File: config.mk
export PLATFORM = sky130hd
export DESIGN_NAME = linear_array_deque
export DESIGN_NICKNAME = d
export VERILOG_FILES = /design/src/design/ladq_pkg.sv /design/src/design/ladq_ctrl.sv /design/src/design/ladq_dp.sv /design/src/design/linear_array_deque.sv
export VERILOG_INCLUDE_DIRS = /design/src /design/src/design
export SDC_FILE = /design/constraint.sdc
export NUM_CORES = 1
export LEC_CHECK = 0
export BUFFER_PORTS_ARGS = -buffer_cell sky130_fd_sc_hd__buf_2
export CAP_MARGIN = 20
export CORE_MARGIN = 4
export CORE_UTILIZATION = 56
export DETAILED_ROUTE_END_ITERATION = 8
export HOLD_SLACK_MARGIN = 0.08
export PLACE_DENSITY = 0.76
export SLEW_MARGIN = 15
export SYNTH_ARGS = -nofsm -noshare
export SYNTH_HDL_FRONTEND = slang
export SYNTH_HIERARCHICAL = 1
export SYNTH_SLANG_ARGS = --single-unit
File: constraint.sdc
create_clock -name clk -period 4.5 [get_ports clk]
set_clock_uncertainty 0.1 [all_clocks]
set_input_delay 1.35 -clock clk [delete_from_list [all_inputs] [get_ports clk]]
set_output_delay 1.35 -clock clk [all_outputs]
set_load 0.005 [all_outputs]
File: src/design/assert_macros.svh
// assertion macros for the deque rtl
// no dependencies; the asserting module must have clk and arst_n in scope
`ifndef ASSERT_MACROS_SVH
`define ASSERT_MACROS_SVH
`ifndef ASSERT_OFF
`define ASSERT_ALWAYS(lbl, expr, msg) \
	lbl: assert property (@(posedge clk) disable iff (!arst_n) (expr)) else $error(msg);
`define ASSERT_IMPLY(lbl, ante, cons, msg) \
	lbl: assert property (@(posedge clk) disable iff (!arst_n) (ante) |-> (cons)) \
		else $error(msg);
`else
`define ASSERT_ALWAYS(lbl, expr, msg)
`define ASSERT_IMPLY(lbl, ante, cons, msg)
`endif
`endif

File: src/design/ladq_pkg.sv
`timescale 1ns / 1ps
// shared types and constants for the linear array deque
// no dependencies

package ladq_pkg;

	localparam int unsigned DEPTH_DEF = 16;
	localparam int unsigned FUNC_W    = 3;
	localparam int unsigned DATA_W    = 32;
	localparam int unsigned STATUS_W  = 3;

	// operation codes on the input beat
	localparam logic [FUNC_W-1:0] FUNC_PUSH_FRONT = 3'd0;
	localparam logic [FUNC_W-1:0] FUNC_PUSH_REAR  = 3'd1;
	localparam logic [FUNC_W-1:0] FUNC_POP_FRONT  = 3'd2;
	localparam logic [FUNC_W-1:0] FUNC_POP_REAR   = 3'd3;
	localparam logic [FUNC_W-1:0] FUNC_READOUT    = 3'd4;

	// status codes on the output beat
	localparam logic [STATUS_W-1:0] STAT_DONE       = 3'd0;
	localparam logic [STATUS_W-1:0] STAT_FRONT_FULL = 3'd1;
	localparam logic [STATUS_W-1:0] STAT_REAR_FULL  = 3'd2;
	localparam logic [STATUS_W-1:0] STAT_EMPTY      = 3'd3;
	localparam logic [STATUS_W-1:0] STAT_ELEMENT    = 3'd4;

	typedef enum logic [1:0] {
		ST_IDLE,
		ST_POP,
		ST_READ
	} state_t;

	typedef enum logic [3:0] {
		OP_NONE,
		OP_PUSH_FRONT,
		OP_PUSH_REAR,
		OP_POP_EMPTY,
		OP_POP_START_FRONT,
		OP_POP_START_REAR,
		OP_POP_FINISH,
		OP_READ_START,
		OP_READ_EMIT
	} op_t;

	// controller to datapath
	typedef struct packed {
		op_t op;
	} cmd_t;

	// datapath to controller
	typedef struct packed {
		logic empty;
		logic slot_free;
		logic read_last;
	} stat_t;

endpackage

File: src/design/ladq_ctrl.sv
`timescale 1ns / 1ps
// sequencing state machine for the linear array deque
// depends on ladq_pkg

module ladq_ctrl
	import ladq_pkg::*;
(
	input  logic              clk,
	input  logic              arst_n,
	input  logic              in_valid,
	output logic              in_ready,
	input  logic [FUNC_W-1:0] func,
	input  stat_t             stat,
	output cmd_t              cmd
);

	state_t state_q, state_d;
	logic   take;

	assign take = in_valid && in_ready;

	always_ff @(posedge clk or negedge arst_n) begin
		if (!arst_n) begin
			state_q <= ST_IDLE;
		end else begin
			state_q <= state_d;
		end
	end

	// next state
	always_comb begin
		state_d = state_q;
		unique case (state_q)
			ST_IDLE: begin
				if (take && !stat.empty) begin
					if (func == FUNC_POP_FRONT || func == FUNC_POP_REAR) begin
						state_d = ST_POP;
					end else if (func == FUNC_READOUT) begin
						state_d = ST_READ;
					end
				end
			end
			ST_POP: begin
				if (stat.slot_free) begin
					state_d = ST_IDLE;
				end
			end
			ST_READ: begin
				if (stat.slot_free && stat.read_last) begin
					state_d = ST_IDLE;
				end
			end
			default: begin
				state_d = ST_IDLE;
			end
		endcase
	end

	// outputs
	always_comb begin
		in_ready = 1'b0;
		cmd.op   = OP_NONE;
		unique case (state_q)
			ST_IDLE: begin
				in_ready = stat.slot_free;
				if (take) begin
					unique case (func)
						FUNC_PUSH_FRONT: cmd.op = OP_PUSH_FRONT;
						FUNC_PUSH_REAR:  cmd.op = OP_PUSH_REAR;
						FUNC_POP_FRONT:  cmd.op = stat.empty ? OP_POP_EMPTY : OP_POP_START_FRONT;
						FUNC_POP_REAR:   cmd.op = stat.empty ? OP_POP_EMPTY : OP_POP_START_REAR;
						FUNC_READOUT:    cmd.op = stat.empty ? OP_NONE : OP_READ_START;
						default:         cmd.op = OP_NONE;
					endcase
				end
			end
			ST_POP: begin
				if (stat.slot_free) begin
					cmd.op = OP_POP_FINISH;
				end
			end
			ST_READ: begin
				if (stat.slot_free) begin
					cmd.op = OP_READ_EMIT;
				end
			end
			default: begin
				cmd.op = OP_NONE;
			end
		endcase
	end

endmodule

File: src/design/ladq_dp.sv
`timescale 1ns / 1ps
// storage, indices and output register of the linear array deque
// depends on ladq_pkg and assert_macros.svh

`include "assert_macros.svh"

module ladq_dp
	import ladq_pkg::*;
#(
	parameter int unsigned DEPTH = DEPTH_DEF
) (
	input  logic                clk,
	input  logic                arst_n,
	input  cmd_t                cmd,
	input  logic [DATA_W-1:0]   value,
	output stat_t               stat,
	output logic                out_valid,
	input  logic                out_ready,
	output logic [STATUS_W-1:0] out_status,
	output logic [DATA_W-1:0]   out_data,
	output logic                out_last
);

	localparam int unsigned     AW       = $clog2(DEPTH);
	localparam logic [AW-1:0]   LAST_IDX = AW'(DEPTH - 1);

	logic [DATA_W-1:0] mem_q [DEPTH];
	logic [DATA_W-1:0] rdata_q;

	logic [AW-1:0] head_q, tail_q, ptr_q;
	logic          empty_q, side_q;
	logic [AW-1:0] head_d, tail_d, ptr_d;
	logic          empty_d, side_d;

	logic              we, re;
	logic [AW-1:0]     waddr, raddr;

	logic                out_valid_q, out_last_q;
	logic [STATUS_W-1:0] out_status_q;
	logic [DATA_W-1:0]   out_data_q;
	logic                load, ld_last;
	logic [STATUS_W-1:0] ld_status;
	logic [DATA_W-1:0]   ld_data;

	logic slot_free, read_last;

	assign slot_free = !out_valid_q || out_ready;
	assign read_last = (ptr_q == tail_q);

	assign stat.empty     = empty_q;
	assign stat.slot_free = slot_free;
	assign stat.read_last = read_last;

	always_comb begin
		head_d    = head_q;
		tail_d    = tail_q;
		ptr_d     = ptr_q;
		empty_d   = empty_q;
		side_d    = side_q;
		we        = 1'b0;
		waddr     = '0;
		re        = 1'b0;
		raddr     = head_q;
		load      = 1'b0;
		ld_status = STAT_DONE;
		ld_data   = '0;
		ld_last   = 1'b1;
		unique case (cmd.op)
			OP_PUSH_FRONT: begin
				load = 1'b1;
				if (empty_q) begin
					we      = 1'b1;
					waddr   = '0;
					head_d  = '0;
					tail_d  = '0;
					empty_d = 1'b0;
				end else if (head_q == '0) begin
					ld_status = STAT_FRONT_FULL;
				end else begin
					we     = 1'b1;
					waddr  = head_q - AW'(1);
					head_d = head_q - AW'(1);
				end
			end
			OP_PUSH_REAR: begin
				load = 1'b1;
				if (empty_q) begin
					we      = 1'b1;
					waddr   = '0;
					head_d  = '0;
					tail_d  = '0;
					empty_d = 1'b0;
				end else if (tail_q == LAST_IDX) begin
					ld_status = STAT_REAR_FULL;
				end else begin
					we     = 1'b1;
					waddr  = tail_q + AW'(1);
					tail_d = tail_q + AW'(1);
				end
			end
			OP_POP_EMPTY: begin
				load      = 1'b1;
				ld_status = STAT_EMPTY;
			end
			OP_POP_START_FRONT: begin
				re     = 1'b1;
				raddr  = head_q;
				side_d = 1'b0;
			end
			OP_POP_START_REAR: begin
				re     = 1'b1;
				raddr  = tail_q;
				side_d = 1'b1;
			end
			OP_POP_FINISH: begin
				load    = 1'b1;
				ld_data = rdata_q;
				if (head_q == tail_q) begin
					head_d  = '0;
					tail_d  = '0;
					empty_d = 1'b1;
				end else if (side_q) begin
					tail_d = tail_q - AW'(1);
				end else begin
					head_d = head_q + AW'(1);
				end
			end
			OP_READ_START: begin
				re    = 1'b1;
				raddr = head_q;
				ptr_d = head_q;
			end
			OP_READ_EMIT: begin
				load      = 1'b1;
				ld_status = STAT_ELEMENT;
				ld_data   = rdata_q;
				ld_last   = read_last;
				// prefetch the next element while this one goes out
				if (!read_last) begin
					re    = 1'b1;
					raddr = ptr_q + AW'(1);
					ptr_d = ptr_q + AW'(1);
				end
			end
			default: begin
				load = 1'b0;
			end
		endcase
	end

	// single port store, registered read
	always_ff @(posedge clk) begin
		if (we) begin
			mem_q[waddr] <= value;
		end
		if (re) begin
			rdata_q <= mem_q[raddr];
		end
	end

	always_ff @(posedge clk or negedge arst_n) begin
		if (!arst_n) begin
			head_q      <= '0;
			tail_q      <= '0;
			ptr_q       <= '0;
			empty_q     <= 1'b1;
			side_q      <= 1'b0;
			out_valid_q <= 1'b0;
		end else begin
			head_q  <= head_d;
			tail_q  <= tail_d;
			ptr_q   <= ptr_d;
			empty_q <= empty_d;
			side_q  <= side_d;
			if (load) begin
				out_valid_q <= 1'b1;
			end else if (out_ready) begin
				out_valid_q <= 1'b0;
			end
		end
	end

	always_ff @(posedge clk) begin
		if (load) begin
			out_status_q <= ld_status;
			out_data_q   <= ld_data;
			out_last_q   <= ld_last;
		end
	end

	assign out_valid  = out_valid_q;
	assign out_status = out_status_q;
	assign out_data   = out_data_q;
	assign out_last   = out_last_q;

	`ASSERT_IMPLY(a_empty_at_zero, empty_q, (head_q == '0) && (tail_q == '0), "empty deque with moved indices")
	`ASSERT_ALWAYS(a_index_order, empty_q || (head_q <= tail_q), "head index passed tail index")
	`ASSERT_IMPLY(a_load_needs_slot, load, slot_free, "result loaded over an unsent beat")
	`ASSERT_IMPLY(a_read_in_range, cmd.op == OP_READ_EMIT, !empty_q && (ptr_q >= head_q) && (ptr_q <= tail_q), "read-out pointer outside the stored run")

endmodule

File: src/design/linear_array_deque.sv
`timescale 1ns / 1ps
// top level of the linear array double-ended queue
// depends on ladq_pkg, ladq_ctrl and ladq_dp
//
// usage
//   s_axis: one beat per operation; tuser carries the operation code, tdata the value
//   to push (ignored by pops and read-out). m_axis: result beats; tuser carries the
//   status, tdata the popped or read-out value (zero otherwise), tlast marks the final
//   result of an operation.
//   push: result beat registered in the cycle after the input beat. pop: the store is
//   read into a register, then the result beat is loaded once the output is free.
//   read-out: one element per cycle while m_axis_tready is high, after a first store
//   read, tlast on the tail element; an empty deque gives no beats. codes five to
//   seven are dropped. throughput is set by the single store port: one push per cycle
//   while m_axis_tready is high; a pop or read-out holds off the next operation.
//   s_axis_tready is low while a pop or read-out is in flight, and while the output
//   register holds a beat that m_axis_tready does not take; a stalled receiver simply
//   freezes the block with nothing lost.
//   reset empties the deque at once (no clearing pass); store contents stay unknown
//   until written, and are never read before that.

module linear_array_deque
	import ladq_pkg::*;
#(
	parameter int unsigned DEPTH = DEPTH_DEF
) (
	input  logic                clk,
	input  logic                arst_n,
	input  logic                s_axis_tvalid,
	output logic                s_axis_tready,
	input  logic [DATA_W-1:0]   s_axis_tdata,  // [31:0] value
	input  logic [FUNC_W-1:0]   s_axis_tuser,  // [2:0] func
	output logic                m_axis_tvalid,
	input  logic                m_axis_tready,
	output logic [DATA_W-1:0]   m_axis_tdata,  // [31:0] data
	output logic [STATUS_W-1:0] m_axis_tuser,  // [2:0] status
	output logic                m_axis_tlast
);

	cmd_t  cmd;
	stat_t stat;

	// controller decodes the operation and steps through pop and read-out
	ladq_ctrl u_ctrl (
		.clk      (clk),
		.arst_n   (arst_n),
		.in_valid (s_axis_tvalid),
		.in_ready (s_axis_tready),
		.func     (s_axis_tuser),
		.stat     (stat),
		.cmd      (cmd)
	);

	// store, head/tail indices and the output beat register
	ladq_dp #(
		.DEPTH (DEPTH)
	) u_dp (
		.clk        (clk),
		.arst_n     (arst_n),
		.cmd        (cmd),
		.value      (s_axis_tdata),
		.stat       (stat),
		.out_valid  (m_axis_tvalid),
		.out_ready  (m_axis_tready),
		.out_status (m_axis_tuser),
		.out_data   (m_axis_tdata),
		.out_last   (m_axis_tlast)
	);

endmodule
Word level (Yosys, flattened, before mapping)

Memory sizes are Yosys's and may differ from the RTL's. A register that Yosys moved wholly into a read port is not among the register bits.
Cells that the tools add are included.
Widths: inputs -> output; s select.

Register bits after elaboration: 53
Bits in writable memories: 512
Input bits: 39
Output and inout port bits: 38
Word-level logic and storage cells: 124
Memories: 1

$add $sub $neg: 5
Equal/unequal tests: 29
Mux-type cells: 55
Reductions and logical operators: 24

Memory list:

| memory     | words | bits a word | rd ports | clocked after memory_dff | write ports | RTL line      | text |
|---|---|---|---|---|---|---|---|
| u_dp.mem_q | 16    | 32          | 1        | 1                        | 1           | ladq_dp.sv:27 | `logic [DATA_W-1:0] mem_q [DEPTH];` |

Operator list:

| kind                | count |
|---|---|
| $mux 4              | 17 |
| $pmux 4 s3          | 3 |
| $pmux 4 s2          | 3 |
| $pmux 4 s5          | 1 |
| $mux 3              | 6 |
| $eq 4x3->1 const B  | 4 |
| $mux 1              | 13 |
| $add 4x1->4 const B | 3 |
| $mux 2              | 6 |
| $ne 2x1->1 const B  | 6 |
| $pmux 3 s4          | 1 |
| $reduce_and 4->1    | 3 |
| $eq 4x2->1 const B  | 2 |
| $eq 4x4->1          | 2 |
| $eq 4x4->1 const B  | 2 |
| $pmux 1 s2          | 4 |
| $reduce_bool 2->1   | 4 |
| $sub 4x1->4 const B | 2 |
| $eq 3x2->1 const B  | 2 |
| $ne 3x1->1 const B  | 2 |
| $ne 3x2->1 const B  | 2 |
| $pmux 2 s3          | 1 |
| $reduce_or 5->1     | 1 |
| $eq 4x1->1 const B  | 1 |
| other kinds (16)    | 22 |

Logic depth before layout (Yosys ltp)

Word-level depth: 10
Gate-level depth with buffers: 16
Gate-level depth less buffers: 11

By module

The synthesis kept the hierarchy.

By module, submodules not included:

| module    | times used | cells an instance | area each (um2) | seq. area each (um2) |
|---|---|---|---|---|
| ladq_dp   | 1          | 1,308             | 23,483.8        | 17,793.3 |
| ladq_ctrl | 1          | 24                | 195.2           | 50.0 |

Worst setup path after synthesis

No wires, ideal clock.

Path kind: input port to flip-flop
From: input m_axis_tready
To: register u_dp.out_data_q[0], in the netlist u_dp/out_data[0] (enable)
Library setup time: 481 ps
Arrival: 5,155 ps
Required time: 3,919 ps
Setup slack: -1,236 ps
Cell stages on the path: 10
Path buffers: 2
Path through: nand2b_1 > buf_4 > and4bb_2 > nand4b_1 > o211ai_1 > buf_2 > inv_1 > nor2_1 > nor2_1 > o21ai_0

RTL lines:

| element              | RTL line                 | text |
|---|---|---|
| from (decl)          | linear_array_deque.sv:34 | `input logic m_axis_tready,` |
| to (signal assigned) | ladq_dp.sv:186           | `out_data_q <= ld_data;` |
| to (decl)            | ladq_dp.sv:40            | `logic [DATA_W-1:0] out_data_q;` |

==> impl_metrics.yaml <==
status:
  status: "finished with violations"
  violations: "design-rule violations"
yosys:
  async_flop_share_pct: 2.85
  synth_top_area_cell: "edfxtp_1"
  ys_seq_elements: 597
  yosysUniqueCellTypes: 57
  postSynthAreaPerCell_sq_um: 17.8
  synth_cells: 1332
  synth_top_area_share_pct: 73.6
  synth_top_cells_by_area: "edfxtp_1 74%, mux2i_1 8.3%, o22ai_1 2.6%"
  syn_area_sq_um: 23700
  ys.flop_type: "edfxtp_1"
  synth.yosys.seq_area_share_pct: 75.4
  synthMostInstantiatedCell: "edfxtp_1"
  yosys-top-cells-count: "580 x edfxtp_1, 196 x mux2i_1, 98 x o22ai_1"
  yosys_warnings: 6
  synth_edf_count: 580
  synth_fp_nets: 1377
sta:
  hold_ws_ns: 0.419
  max_slew.worst_pin.slew_ns: 0.893
  rsz0062_at_grt: "yes"
  setup_viol: 0
  timing.final.crit_share_pct: 98.3
  fmax_ghz: 0.226
  fin_crit_ns: 4.43
  layout_setup_ws_ns: 0.0745
  hold_viol: 0
  maxSlewHeadroom_pct: 40.3
  drv_slew: 0
setup_path:
  r2r_start: "u_dp/empty_q"
  r2r-end: "u_dp/rdata_q[13]"
  path_buf_inv: 4
  critPathLaunchType: "primary input"
  endpoint_kind: "flip-flop"
  path_common_cell: "buf_12"
  cp_max_fo: 21
  crit_path_max_incr_delay_ns: 0.56
  slowest_stage: "or4_1"
  cp_data_required_time_ns: 4.75
  crit_arrival_ns: 4.68
  cp_cell_sequence: "buf_2 > nand2b_4 > and4bb_2 > nand4b_1 > o211ai_1 > nor4b_4 > o41ai_4 > and2b_4 > a221oi_4 > buf_12 > buf_12 > buf_4 > mux2i_1 > o22ai_1 > or4_1"
  cp_top_family: "simple AND/OR/NAND/NOR gates"
  cp_num_cells: 15
  reg2reg_slack_ns: 0.47
  r2r_cells: 13
  path_class: "in -> reg"
final_layout:
  multi_input_area_sq_um: 5640
  seq_area_sq_um: 17800
  stdcell_count: 2144
  drive_gt1_share_pct: 27.4
  num-fill-cells: 2590
  area_growth_pct: 20.2
  nets: 1603
  postLayoutCoreUtil_pct: 68.0
pwr:
  peakVddDrop_mv: 0.319
  power_density_nw_per_um2: 653
  p_leak_nw: 10.5
job:
  drv_cap: 0
global_routing:
  grt_first_pass_wirelength_microns: 82400
  grt_pass1_vias: 13300
  antenna_found_initial: 3
  track_usage_pct: 24.5
  gr-total-overflow: 0
  grt_max_degree: 33
placed_design:
  io_buffers: 76
  hpwl_microns: 32400
  place_congestion: 0.858
  dp_slack_ns: -0.554
  numPlacedInstances: 2012
drt:
  vias: 13400
  routed_wl_microns: 57600
  wl_per_cell_microns: 26.9
  avgViaCountPerCell: 6.27
  drtPass1Iterations: 7
  drtIter0Drc: 1274
  drc_errors: 4
  detail-route-antenna-nets: 0
die:
  row_count: 75
  core_sq_um: 41900
  die_x_microns: 214
  die_area_sq_um: 45600
  die_y_microns: 214
  start_util_pct: 56.6
  pin_count: 77
min_path:
  hold_start: "u_dp/rdata_q[27]"
  min_path_type: "reg -> reg"
  hold_depth: 1
  hold-path-endpoint: "u_dp/out_data[27]"
cts:
  cts_tree: "done"
  worstSkewPairLatency_ns: 0.62
  path_clk_slew_ns: 0.06
  cts_buffers: 56
  clk_path_buf_depth: 3
  clock-sinks: 597
  clockRootBuffer: "clkbuf_16"
  htree_levels: 2
[stage by stage]
stage | total power [W] | cell area [sq um] | setup TNS [ns]
2_1_floorplan | 0.0112 | 24000 | -48.45
3_3_place_gp | 0.0133 | 26300 | -96.68
3_5_place_dp | 0.0135 | 26300 | -129.08
4_1_cts | 0.0180 | 28100 | 0
5_1_grt | 0.0193 | 28500 | -0.0265
6_report | 0.0186 | 28500 | 0
[registers in the layout, indices dropped and copies added, names as in the netlist]
register         cells
u_ctrl/state_q       2
u_dp/out_status      3
u_dp/ptr_q           4
u_dp/rdata_q        32
u_dp/tail_q          4
u_dp/side_q          1
u_dp/out_last        1
u_dp/mem_q         512
u_dp/head_q          4
u_dp/out_data       32
u_dp/empty_q         1
u_dp/out_valid       1
[how the worst max path moves through the flow]
stage                       endpoint  slack (ns)           from
floorplan           u_dp/rdata_q[10]       -0.36  m_axis_tready
detailed placement  u_dp/rdata_q[18]       -0.55  m_axis_tready
CTS                 u_dp/rdata_q[13]        0.04  m_axis_tready
finish              u_dp/rdata_q[13]        0.07  m_axis_tready
global placement     u_dp/rdata_q[7]       -0.50  m_axis_tready
global route         u_dp/rdata_q[7]       -0.02  m_axis_tready
[per-layer routing]
layer	vias up	routed length (microns)	global-route usage [%]
met2	722	28700	40.5
met5	-	29	0
li1	5779	-	-
met1	6822	22000	33.2
met3	118	5300	4.80
met4	4	1680	8.10
[cell usage in the layout, fill, tap and decap left out, types with 8 or more instances in the layout]
cell type  count
edfxtp_1     580
nand2_1       17
o21ai_0       17
mux2_2        37
clkinv_2       9
buf_4         99
dfrtp_1       16
clkbuf_16     61
nor2_1        25
nand2b_1       9
clkbuf_1      16
inv_1          9
a22o_1        32
or4_1         30
clkinv_1      13
a21oi_1       13
nor2_4        16
mux2i_1      189
buf_12        57
and2_1        33
buf_2         76
xor2_1         8
o22ai_1       98
mux2_4        29
[power breakdown]
part           switching, W  leakage (nW)  internal [W]
logic               0.00353          4.16       0.00333
clock network       0.00200         0.846       0.00251
registers          0.000285          5.47       0.00692
[worst register-to-register path, cell delays in order (launching register included)]
cell and delay (ns):
dfstp_2 0.74, mux2_2 0.23, nand2_1 0.05, o211ai_1 0.31
buf_4 0.25, nor3b_4 0.06, buf_4 0.17, a221oi_4 0.32
buf_12 0.19, buf_12 0.22, buf_4 0.22, mux2i_1 0.24
o22ai_1 0.13, or4_1 0.56
[area by class of cell]
cell class	count	share of cell area (%)
Multi-Input combinational cell	650	19.8
Antenna cell	1	0.00879
Clock inverter	31	0.923
Tap cell	539	2.37
Sequential cell	597	62.7
Timing Repair Buffer	244	8.87
Clock buffer	73	5.22
Inverter	9	0.119
[cell families (layout without fill, tap and decap cells)]
kind of cell	Yosys count	after routing	synth area share (%)
xor+xnor	14	14	0.550
buf+inv	85	357	1.94
other cells	0	1	0
simple gates	181	181	4.46
fa+ha+maj	6	6	0.317
compound gates	187	187	5.48
mux	262	262	11.9
flops	597	597	75.4
[repair_timing]
item	4_1_cts	5_1_grt
setup buffers	0	23
hold buffers	0	0
endpoints found under the hold margin	0	0
resized for setup	0	22
endpoints found under the setup margin	0	22
Note: power is estimated with default switching activity, not from simulation.
